==> src/hw/rtl/ut2cal_pkg.sv <==
// Shared types, constants and tables for the Unix time to calendar converter.
`timescale 1ns / 1ps

package ut2cal_pkg;

  localparam int unsigned InWidth  = 31;
  localparam int unsigned QuotBits = 9;
  localparam int unsigned ShiftW   = 4;

  localparam logic [InWidth-1:0] Y2kSecs      = 31'd946684800;
  localparam logic [InWidth-1:0] LeapYearSecs = 31'(366 * 24 * 3600);
  localparam logic [InWidth-1:0] YearSecs     = 31'(365 * 24 * 3600);
  localparam logic [16:0]        DaySecs      = 17'd86400;
  localparam logic [16:0]        HourSecs     = 17'd3600;
  localparam logic [16:0]        MinSecs      = 17'd60;
  localparam logic [16:0]        WeekDays     = 17'd7;
  localparam logic [3:0]         LastMonth    = 4'd11;

  // Highest quotient bit of each division step sequence.
  localparam logic [ShiftW-1:0] DayTopBit  = 4'd8;
  localparam logic [ShiftW-1:0] HourTopBit = 4'd4;
  localparam logic [ShiftW-1:0] MinTopBit  = 4'd5;
  localparam logic [ShiftW-1:0] WeekTopBit = 4'd2;

  typedef enum logic [3:0] {
    OP_NONE,
    OP_LOAD,
    OP_FLAG_BEFORE,
    OP_EPOCH,
    OP_YEAR,
    OP_DIV,
    OP_TAKE_DAY,
    OP_TAKE_HOUR,
    OP_TAKE_MIN,
    OP_MONTH,
    OP_TAKE_MONTH,
    OP_TAKE_WEEK,
    OP_PUBLISH
  } dp_op_e;

  typedef enum logic [1:0] {
    DIV_DAY,
    DIV_HOUR,
    DIV_MIN,
    DIV_WEEK
  } div_sel_e;

  typedef struct packed {
    dp_op_e              op;
    div_sel_e            div_sel;
    logic [ShiftW-1:0]   shift;
  } dp_cmd_t;

  typedef struct packed {
    logic lt_epoch;
    logic year_more;
    logic month_done;
  } dp_status_t;

  typedef struct packed {
    logic       before_epoch;
    logic [5:0] seconds;
    logic [5:0] minutes;
    logic [4:0] hours;
    logic [2:0] day_in_week;
    logic [2:0] weeks_passed;
    logic [3:0] month;
    logic [5:0] year_offset;
  } result_t;

  function automatic logic [16:0] div_base(input div_sel_e sel);
    logic [16:0] base;
    unique case (sel)
      DIV_DAY:  base = DaySecs;
      DIV_HOUR: base = HourSecs;
      DIV_MIN:  base = MinSecs;
      DIV_WEEK: base = WeekDays;
      default:  base = WeekDays;
    endcase
    return base;
  endfunction

  // Month index is zero based.
  function automatic logic [4:0] month_len(input logic [3:0] m, input logic leap);
    logic [4:0] len;
    unique case (m)
      4'd1:                       len = leap ? 5'd29 : 5'd28;
      4'd3, 4'd5, 4'd8, 4'd10:    len = 5'd30;
      default:                    len = 5'd31;
    endcase
    return len;
  endfunction

endpackage

==> src/hw/rtl/ut2cal_dp.sv <==
// Datapath: working registers, shared compare/subtract unit and result register.
`timescale 1ns / 1ps

module ut2cal_dp (
  input  logic                                clk_i,
  input  ut2cal_pkg::dp_cmd_t                 cmd_i,
  input  logic [ut2cal_pkg::InWidth-1:0]      in_data_i,
  output ut2cal_pkg::dp_status_t              status_o,
  output ut2cal_pkg::result_t                 res_o
);

  import ut2cal_pkg::*;

  logic [InWidth-1:0]  rem_q;
  logic [5:0]          years_q;
  logic [3:0]          month_q;
  logic [QuotBits-1:0] day_q;
  logic [QuotBits-1:0] quot_q;
  logic [4:0]          hours_q;
  logic [5:0]          minutes_q;
  logic [5:0]          seconds_q;
  logic [2:0]          weeks_q;
  logic [2:0]          dow_q;
  logic                before_q;
  result_t             res_q;

  logic                leap;
  logic [InWidth-1:0]  year_len;
  logic [InWidth-1:0]  div_shifted;
  logic                div_ge;
  logic [4:0]          mlen;

  always_comb begin
    leap        = (years_q[1:0] == 2'd0);
    year_len    = leap ? LeapYearSecs : YearSecs;
    div_shifted = InWidth'(div_base(cmd_i.div_sel)) << cmd_i.shift;
    div_ge      = (rem_q >= div_shifted);
    mlen        = month_len(month_q, leap);

    status_o.lt_epoch   = (rem_q < Y2kSecs);
    status_o.year_more  = (rem_q >= year_len);
    status_o.month_done = (day_q < QuotBits'(mlen)) || (month_q == LastMonth);
  end

  always_ff @(posedge clk_i) begin
    case (cmd_i.op)
      OP_LOAD: begin
        rem_q     <= in_data_i;
        years_q   <= '0;
        month_q   <= '0;
        day_q     <= '0;
        quot_q    <= '0;
        hours_q   <= '0;
        minutes_q <= '0;
        seconds_q <= '0;
        weeks_q   <= '0;
        dow_q     <= '0;
        before_q  <= 1'b0;
      end
      OP_FLAG_BEFORE: before_q <= 1'b1;
      OP_EPOCH:       rem_q <= rem_q - Y2kSecs;
      OP_YEAR: begin
        rem_q   <= rem_q - year_len;
        years_q <= years_q + 6'd1;
      end
      OP_DIV: begin
        if (div_ge) begin
          rem_q                 <= rem_q - div_shifted;
          quot_q[cmd_i.shift] <= 1'b1;
        end
      end
      OP_TAKE_DAY: begin
        day_q  <= quot_q;
        quot_q <= '0;
      end
      OP_TAKE_HOUR: begin
        hours_q <= quot_q[4:0];
        quot_q  <= '0;
      end
      OP_TAKE_MIN: begin
        minutes_q <= quot_q[5:0];
        seconds_q <= rem_q[5:0];
        quot_q    <= '0;
      end
      OP_MONTH: begin
        day_q   <= day_q - QuotBits'(mlen);
        month_q <= month_q + 4'd1;
      end
      OP_TAKE_MONTH: rem_q <= InWidth'(day_q);
      OP_TAKE_WEEK: begin
        weeks_q <= quot_q[2:0];
        dow_q   <= rem_q[2:0] + 3'd1;
      end
      OP_PUBLISH: begin
        res_q.year_offset  <= years_q;
        res_q.month        <= before_q ? 4'd0 : month_q + 4'd1;
        res_q.weeks_passed <= weeks_q;
        res_q.day_in_week  <= dow_q;
        res_q.hours        <= hours_q;
        res_q.minutes      <= minutes_q;
        res_q.seconds      <= seconds_q;
        res_q.before_epoch <= before_q;
      end
      default: ;
    endcase
  end

  assign res_o = res_q;

endmodule

==> src/hw/rtl/ut2cal_ctrl.sv <==
// Controller: sequences the datapath and runs the stream handshakes.
`timescale 1ns / 1ps

module ut2cal_ctrl (
  input  logic                    clk_i,
  input  logic                    rst_ni,
  input  logic                    s_valid_i,
  output logic                    s_ready_o,
  output logic                    m_valid_o,
  input  logic                    m_ready_i,
  input  ut2cal_pkg::dp_status_t  status_i,
  output ut2cal_pkg::dp_cmd_t     cmd_o
);

  import ut2cal_pkg::*;

  typedef enum logic [3:0] {
    S_IDLE,
    S_EPOCH,
    S_YEAR,
    S_DDAY,
    S_TDAY,
    S_DHOUR,
    S_THOUR,
    S_DMIN,
    S_TMIN,
    S_MONTH,
    S_TMONTH,
    S_DWEEK,
    S_TWEEK,
    S_PUB
  } state_e;

  state_e            state_q, state_d;
  logic [ShiftW-1:0] count_q, count_d;
  logic              m_valid_q, m_valid_d;
  logic              can_pub;

  always_comb begin
    state_d       = state_q;
    count_d       = count_q;
    cmd_o.op      = OP_NONE;
    cmd_o.div_sel = DIV_DAY;
    cmd_o.shift   = count_q;
    can_pub       = !m_valid_q || m_ready_i;
    m_valid_d     = m_valid_q && !m_ready_i;

    unique case (state_q)
      S_IDLE: begin
        if (s_valid_i) begin
          cmd_o.op = OP_LOAD;
          state_d  = S_EPOCH;
        end
      end
      S_EPOCH: begin
        if (status_i.lt_epoch) begin
          cmd_o.op = OP_FLAG_BEFORE;
          state_d  = S_PUB;
        end else begin
          cmd_o.op = OP_EPOCH;
          state_d  = S_YEAR;
        end
      end
      S_YEAR: begin
        if (status_i.year_more) begin
          cmd_o.op = OP_YEAR;
        end else begin
          state_d = S_DDAY;
          count_d = DayTopBit;
        end
      end
      S_DDAY: begin
        cmd_o.op      = OP_DIV;
        cmd_o.div_sel = DIV_DAY;
        if (count_q == '0) state_d = S_TDAY;
        else count_d = count_q - 1'b1;
      end
      S_TDAY: begin
        cmd_o.op = OP_TAKE_DAY;
        state_d  = S_DHOUR;
        count_d  = HourTopBit;
      end
      S_DHOUR: begin
        cmd_o.op      = OP_DIV;
        cmd_o.div_sel = DIV_HOUR;
        if (count_q == '0) state_d = S_THOUR;
        else count_d = count_q - 1'b1;
      end
      S_THOUR: begin
        cmd_o.op = OP_TAKE_HOUR;
        state_d  = S_DMIN;
        count_d  = MinTopBit;
      end
      S_DMIN: begin
        cmd_o.op      = OP_DIV;
        cmd_o.div_sel = DIV_MIN;
        if (count_q == '0) state_d = S_TMIN;
        else count_d = count_q - 1'b1;
      end
      S_TMIN: begin
        cmd_o.op = OP_TAKE_MIN;
        state_d  = S_MONTH;
      end
      S_MONTH: begin
        if (status_i.month_done) state_d = S_TMONTH;
        else cmd_o.op = OP_MONTH;
      end
      S_TMONTH: begin
        cmd_o.op = OP_TAKE_MONTH;
        state_d  = S_DWEEK;
        count_d  = WeekTopBit;
      end
      S_DWEEK: begin
        cmd_o.op      = OP_DIV;
        cmd_o.div_sel = DIV_WEEK;
        if (count_q == '0) state_d = S_TWEEK;
        else count_d = count_q - 1'b1;
      end
      S_TWEEK: begin
        cmd_o.op = OP_TAKE_WEEK;
        state_d  = S_PUB;
      end
      S_PUB: begin
        if (can_pub) begin
          cmd_o.op  = OP_PUBLISH;
          m_valid_d = 1'b1;
          state_d   = S_IDLE;
        end
      end
      default: state_d = S_IDLE;
    endcase
  end

  always_ff @(posedge clk_i or negedge rst_ni) begin
    if (!rst_ni) begin
      state_q   <= S_IDLE;
      count_q   <= '0;
      m_valid_q <= 1'b0;
    end else begin
      state_q   <= state_d;
      count_q   <= count_d;
      m_valid_q <= m_valid_d;
    end
  end

  assign s_ready_o = (state_q == S_IDLE);
  assign m_valid_o = m_valid_q;

endmodule

==> src/hw/rtl/unix_time_to_calendar.sv <==
// Top level of the Unix time to calendar converter.
`timescale 1ns / 1ps

// Converts a 31-bit Unix time in seconds to calendar fields counted from
// 2000-01-01 (leap rule exact for 2000..2099). One transfer in gives one
// transfer out. Work runs on a single shared compare/subtract unit, one
// step per cycle unless the publish step waits on a full output register:
// load and epoch check, one step per whole year (up to 38) plus one to
// leave the year loop, 9 + 5 + 6 + 3 restoring division steps for day,
// hour, minute and week, one step per whole month (up to 11) plus one to
// leave the month loop, plus 6 transfer/publish steps. Inputs before 2000
// go from the epoch check straight to publish, with tuser set and all
// tdata fields zero. The result sits in an output register, so a new input
// is taken while the previous result still waits.
module unix_time_to_calendar (
  input  logic        clk_i,
  input  logic        rst_ni,
  input  logic        s_axis_tvalid,
  output logic        s_axis_tready,
  input  logic [31:0] s_axis_tdata,   // [30:0] epoch_seconds
  output logic        m_axis_tvalid,
  input  logic        m_axis_tready,
  // [5:0] year_offset, [9:6] month, [12:10] weeks_passed, [15:13] day_in_week,
  // [20:16] hours, [26:21] minutes, [32:27] seconds, [39:33] zero
  output logic [39:0] m_axis_tdata,
  output logic        m_axis_tuser    // [0] before_epoch
);

  import ut2cal_pkg::*;

  dp_cmd_t    cmd;
  dp_status_t status;
  result_t    res;

  ut2cal_ctrl u_ctrl (
    .clk_i     (clk_i),
    .rst_ni    (rst_ni),
    .s_valid_i (s_axis_tvalid),
    .s_ready_o (s_axis_tready),
    .m_valid_o (m_axis_tvalid),
    .m_ready_i (m_axis_tready),
    .status_i  (status),
    .cmd_o     (cmd)
  );

  ut2cal_dp u_dp (
    .clk_i     (clk_i),
    .cmd_i     (cmd),
    .in_data_i (s_axis_tdata[InWidth-1:0]),
    .status_o  (status),
    .res_o     (res)
  );

  assign m_axis_tdata = {7'd0, res.seconds, res.minutes, res.hours, res.day_in_week,
                         res.weeks_passed, res.month, res.year_offset};
  assign m_axis_tuser = res.before_epoch;

endmodule

==> config.mk <==
export PLATFORM = sky130hd
export DESIGN_NAME = unix_time_to_calendar
export DESIGN_NICKNAME = d
export VERILOG_FILES = /design/src/hw/rtl/ut2cal_pkg.sv /design/src/hw/rtl/ut2cal_dp.sv /design/src/hw/rtl/ut2cal_ctrl.sv /design/src/hw/rtl/unix_time_to_calendar.sv
export SDC_FILE = /design/constraint.sdc
export NUM_CORES = 1
export LEC_CHECK = 0
export ABC_AREA = 0
export ABC_CLOCK_PERIOD_IN_PS = 8500
export BUFFER_PORTS_ARGS = -buffer_cell sky130_fd_sc_hd__buf_2
export CORE_ASPECT_RATIO = 0.7
export CORE_MARGIN = 2
export CORE_UTILIZATION = 45
export DETAILED_ROUTE_END_ITERATION = 10
export SLEW_MARGIN = 10
export SYNTH_ARGS = -nofsm -noshare
export SYNTH_HDL_FRONTEND = slang
export SYNTH_SLANG_ARGS = --single-unit
==> constraint.sdc <==
create_clock -name clk_i -period 8.5 [get_ports clk_i]
set_clock_uncertainty 0.05 [all_clocks]
set_input_delay 2.55 -clock clk_i [delete_from_list [all_inputs] [get_ports clk_i]]
set_output_delay 2.55 -clock clk_i [all_outputs]
set_load 0.03 [all_outputs]
==> results.sh <==
export IMPL_final_cells=1390
export IMPL_grt_use_total_pct=26.8
export IMPL_hold_viol_final=0
export IMPL_crit_top_cell="nor2b_1"
export IMPL_async_reset_ff_share_pct=7.14
export IMPL_start_util_pct=46.1
export IMPL_crit_path_end_kind="flip-flop"
export IMPL_fin_crit_ps=6540
export IMPL_timing_final_crit_share_pct=76.9
export IMPL_totalWireLength_um=30000
export IMPL_critPathBufInv=2
export IMPL_die_w_um=179
export IMPL_drive_gt1_share_pct=13.1
export IMPL_start_kind="flip-flop"
export IMPL_post_drt_via_cell_ratio=6.19
export IMPL_vias=8598
export IMPL_grt_first_pass_wirelength_um=45600
export IMPL_cts_buffers_inserted=17
export IMPL_synth_adder_area_share_pct=7.84
export IMPL_crit_family="simple AND/OR/NAND/NOR gates"
export IMPL_ctsHoldBuffers=0
export IMPL_dpl_cell_count=1358
export IMPL_cts_tree="done"
export IMPL_synth_top_family_by_area="compound AO/OA/AOI/OAI gates"
export IMPL_antenna_cells=0
export IMPL_post_drt_wl_per_cell_um=21.6
export IMPL_tightest_slew_ps=1040
export IMPL_slowest_stage="nor2b_1"
export IMPL_synth_simple_area_share_pct=19.4
export IMPL_synth_compound_gate_area_share_pct=22.6
export IMPL_grt_max_degree=35
export IMPL_fin_nets=1196
export IMPL_grt_pass1_vias=7781
export IMPL_tns_ps=0
export IMPL_synth_edff_count=117
export IMPL_ys_ff_latch=126
export IMPL_status="completed"
export IMPL_final_cell_mix="edfxtp_1 (117), nor2_1 (112), nand2_1 (111), a21oi_1 (83), buf_2 (70)"
export IMPL_io_buffers=70
export IMPL_syn_inst=1056
export IMPL_worstHoldStart="u_dp.weeks_q[1]"
export IMPL_cts_sinks=126
export IMPL_rows=44
export IMPL_synth_area_leaders="edfxtp_1 (37%), ha_1 (7.4%), nor2_1 (4.4%), nand2_1 (4.3%), a21oi_1 (4.3%)"
export IMPL_cap_violations=0
export IMPL_worst_ep_arrival_time_ps=6550
export IMPL_routabilityCongestion=0.954
export IMPL_yosysUniqueCellTypes=80
export IMPL_cp_startpoint="u_ctrl.state_q[2]"
export IMPL_ant_nets=0
export IMPL_final_common_cell="edfxtp_1"
export IMPL_fmax_mhz=153
export IMPL_clkLatencyLatePin_ps=430
export IMPL_setup_viol=0
export IMPL_cp_max_fo=25
export IMPL_synth_top_flop_cell="edfxtp_1"
export IMPL_route_detailed_drc=0
export IMPL_synth_mux_area_share_pct=1.29
export IMPL_cts_buffer_depth=2
export IMPL_yosysTopAreaCellShare_pct=36.6
export IMPL_h_tree_depth=4
export IMPL_syn_avg_cell_area_um2=9.10
export IMPL_yosysSeqAreaShare_pct=38.9
export IMPL_synth_area_mm2=0.00961
export IMPL_relSlewSlack_pct=30.7
export IMPL_cts_clk_slew_worst_paths_ps=70
export IMPL_die_h_um=126
export IMPL_dr_pass1_iters=5
export IMPL_required_ps=8510
export IMPL_drtIter0Drc=1006
export IMPL_yosys_area_top_type="edfxtp_1"
export IMPL_slew_viol_final=0
export IMPL_yosys_warnings=0
export IMPL_area_delta_synth_final_pct=11.3
export IMPL_post_dp_hpwl_um=22700
export IMPL_synthXorXnorAreaFrac_pct=5.01
export IMPL_cts_root_buf="clkbuf_16"
export IMPL_core_area_mm2=0.0209
export IMPL_crit_chain="nor2b_1, o21bai_1, inv_1, ha_1, nor2b_1, a211oi_1, a21oi_1, mux2i_1, nand2_1, o21ai_0, ha_1, and3_1, nand3_1, or2_2, or4_1, o211ai_1, a21boi_2, buf_4, nor2b_1"
export IMPL_antenna_found_initial=1
export IMPL_top_level_ports=79
export IMPL_reg2reg_from="u_ctrl.state_q[2]"
export IMPL_rsz0062_at_grt="no"
export IMPL_post_cts_buffers=0
export IMPL_max_stage_delay_ps=690
export IMPL_critPathKind="flip-flop to flip-flop"
export IMPL_overflow=0
export IMPL_die_area_mm2=0.0226
export IMPL_cts_resized=0
export IMPL_hold_path_class="flip-flop to flip-flop"
-- flip-flops by register name (all words and copies together), names as in the netlist --
signal / count
u_dp.rem_q: 31
u_dp.dow_q: 3
u_dp.seconds_q: 6
u_dp.res_o: 34
u_dp.quot_q: 9
u_dp.month_q: 4
u_ctrl.state_q: 4
u_dp.day_q: 9
u_dp.years_q: 6
u_dp.weeks_q: 3
u_ctrl.m_valid_o: 1
u_dp.before_q: 1
u_dp.minutes_q: 6
u_ctrl.count_q: 4
u_dp.hours_q: 5
-- synthesized netlist by cell type, types with 9 or more instances --
| master | count |
|---|---|
| a221oi_1 | 12 |
| and3_1 | 27 |
| clkbuf_1 | 35 |
| ha_1 | 57 |
| edfxtp_1 | 117 |
| nand2b_1 | 11 |
| xnor2_1 | 30 |
| inv_1 | 36 |
| a22oi_1 | 15 |
| nor2_1 | 113 |
| a221o_1 | 10 |
| o21bai_1 | 10 |
| mux2i_1 | 9 |
| nor3_1 | 21 |
| dfrtp_1 | 9 |
| nor2b_1 | 14 |
| a31oi_1 | 15 |
| buf_2 | 11 |
| nand2_1 | 111 |
| a211oi_1 | 10 |
| nand3_1 | 22 |
| and2_1 | 10 |
| a21o_1 | 16 |
| a21oi_1 | 83 |
| xor2_1 | 25 |
| o21ai_0 | 57 |
| o211ai_1 | 11 |
| o21a_1 | 9 |
-- routing by layer --
| layer | wire length, µm | vias up | global-route usage [%] | part of all wire [%] |
|---|---|---|---|---|
| li1 | - | 4037 | - | - |
| met1 | 14800 | 4086 | 44.1 | 49 |
| met2 | 11500 | 444 | 34.2 | 38 |
| met3 | 3370 | 31 | 6.88 | 11 |
| met4 | 320 | 0 | 5.55 | 1.1 |
| met5 | 0 | - | 0 | 0 |
-- cells by family (layout without fill, tap and decap cells) --
kind of cell | Yosys count | in the layout
other | 1 | 7
xor gates and xnor gates | 55 | 55
adders and majority gates | 59 | 59
AOI/OAI and AO/OA | 319 | 319
and+or+nand+nor | 382 | 382
DFF | 126 | 126
buffers and inverters | 102 | 154
muxes | 12 | 12
-- final cells by class --
type,count,area [µm²]
Clock buffer,17,425
Clock inverter,15,160
Fill cell,1958,10200
Inverter,39,146
Multi-Input combinational cell,834,5430
Sequential cell,126,3740
Tap cell,276,345
Timing Repair Buffer,83,448
-- through the flow --
stage | util (%) | hold WS [ps] | setup slack [ps] | cell area, µm²
6_report | 51.3 | 371 | 1960 | 10700
5_1_grt | 51.3 | 378 | 1520 | 10700
4_1_cts | 51.3 | 372 | 2060 | 10700
3_5_place_dp | 48.5 | 355 | 2100 | 10100
3_3_place_gp | 48.5 | 354 | 2180 | 10100
2_1_floorplan | - | 350 | 2590 | 9630
-- final timing paths --
check                                     to  slack [ps]  depth (start not counted)
setup / recovery               u_dp.rem_q[6]        1960                         19
hold / removal                u_dp.res_o[11]         370                          0
setup reg to reg               u_dp.rem_q[6]        1960                         19
hold reg to reg               u_dp.res_o[11]         370                          0
max in group asynchronous  u_ctrl.count_q[3]        6250                          1
min in group asynchronous  u_ctrl.state_q[2]        1940                          1
Power is not shown: default switching activity piles up to over one toggle a cycle in this logic, so the estimate is an artifact.
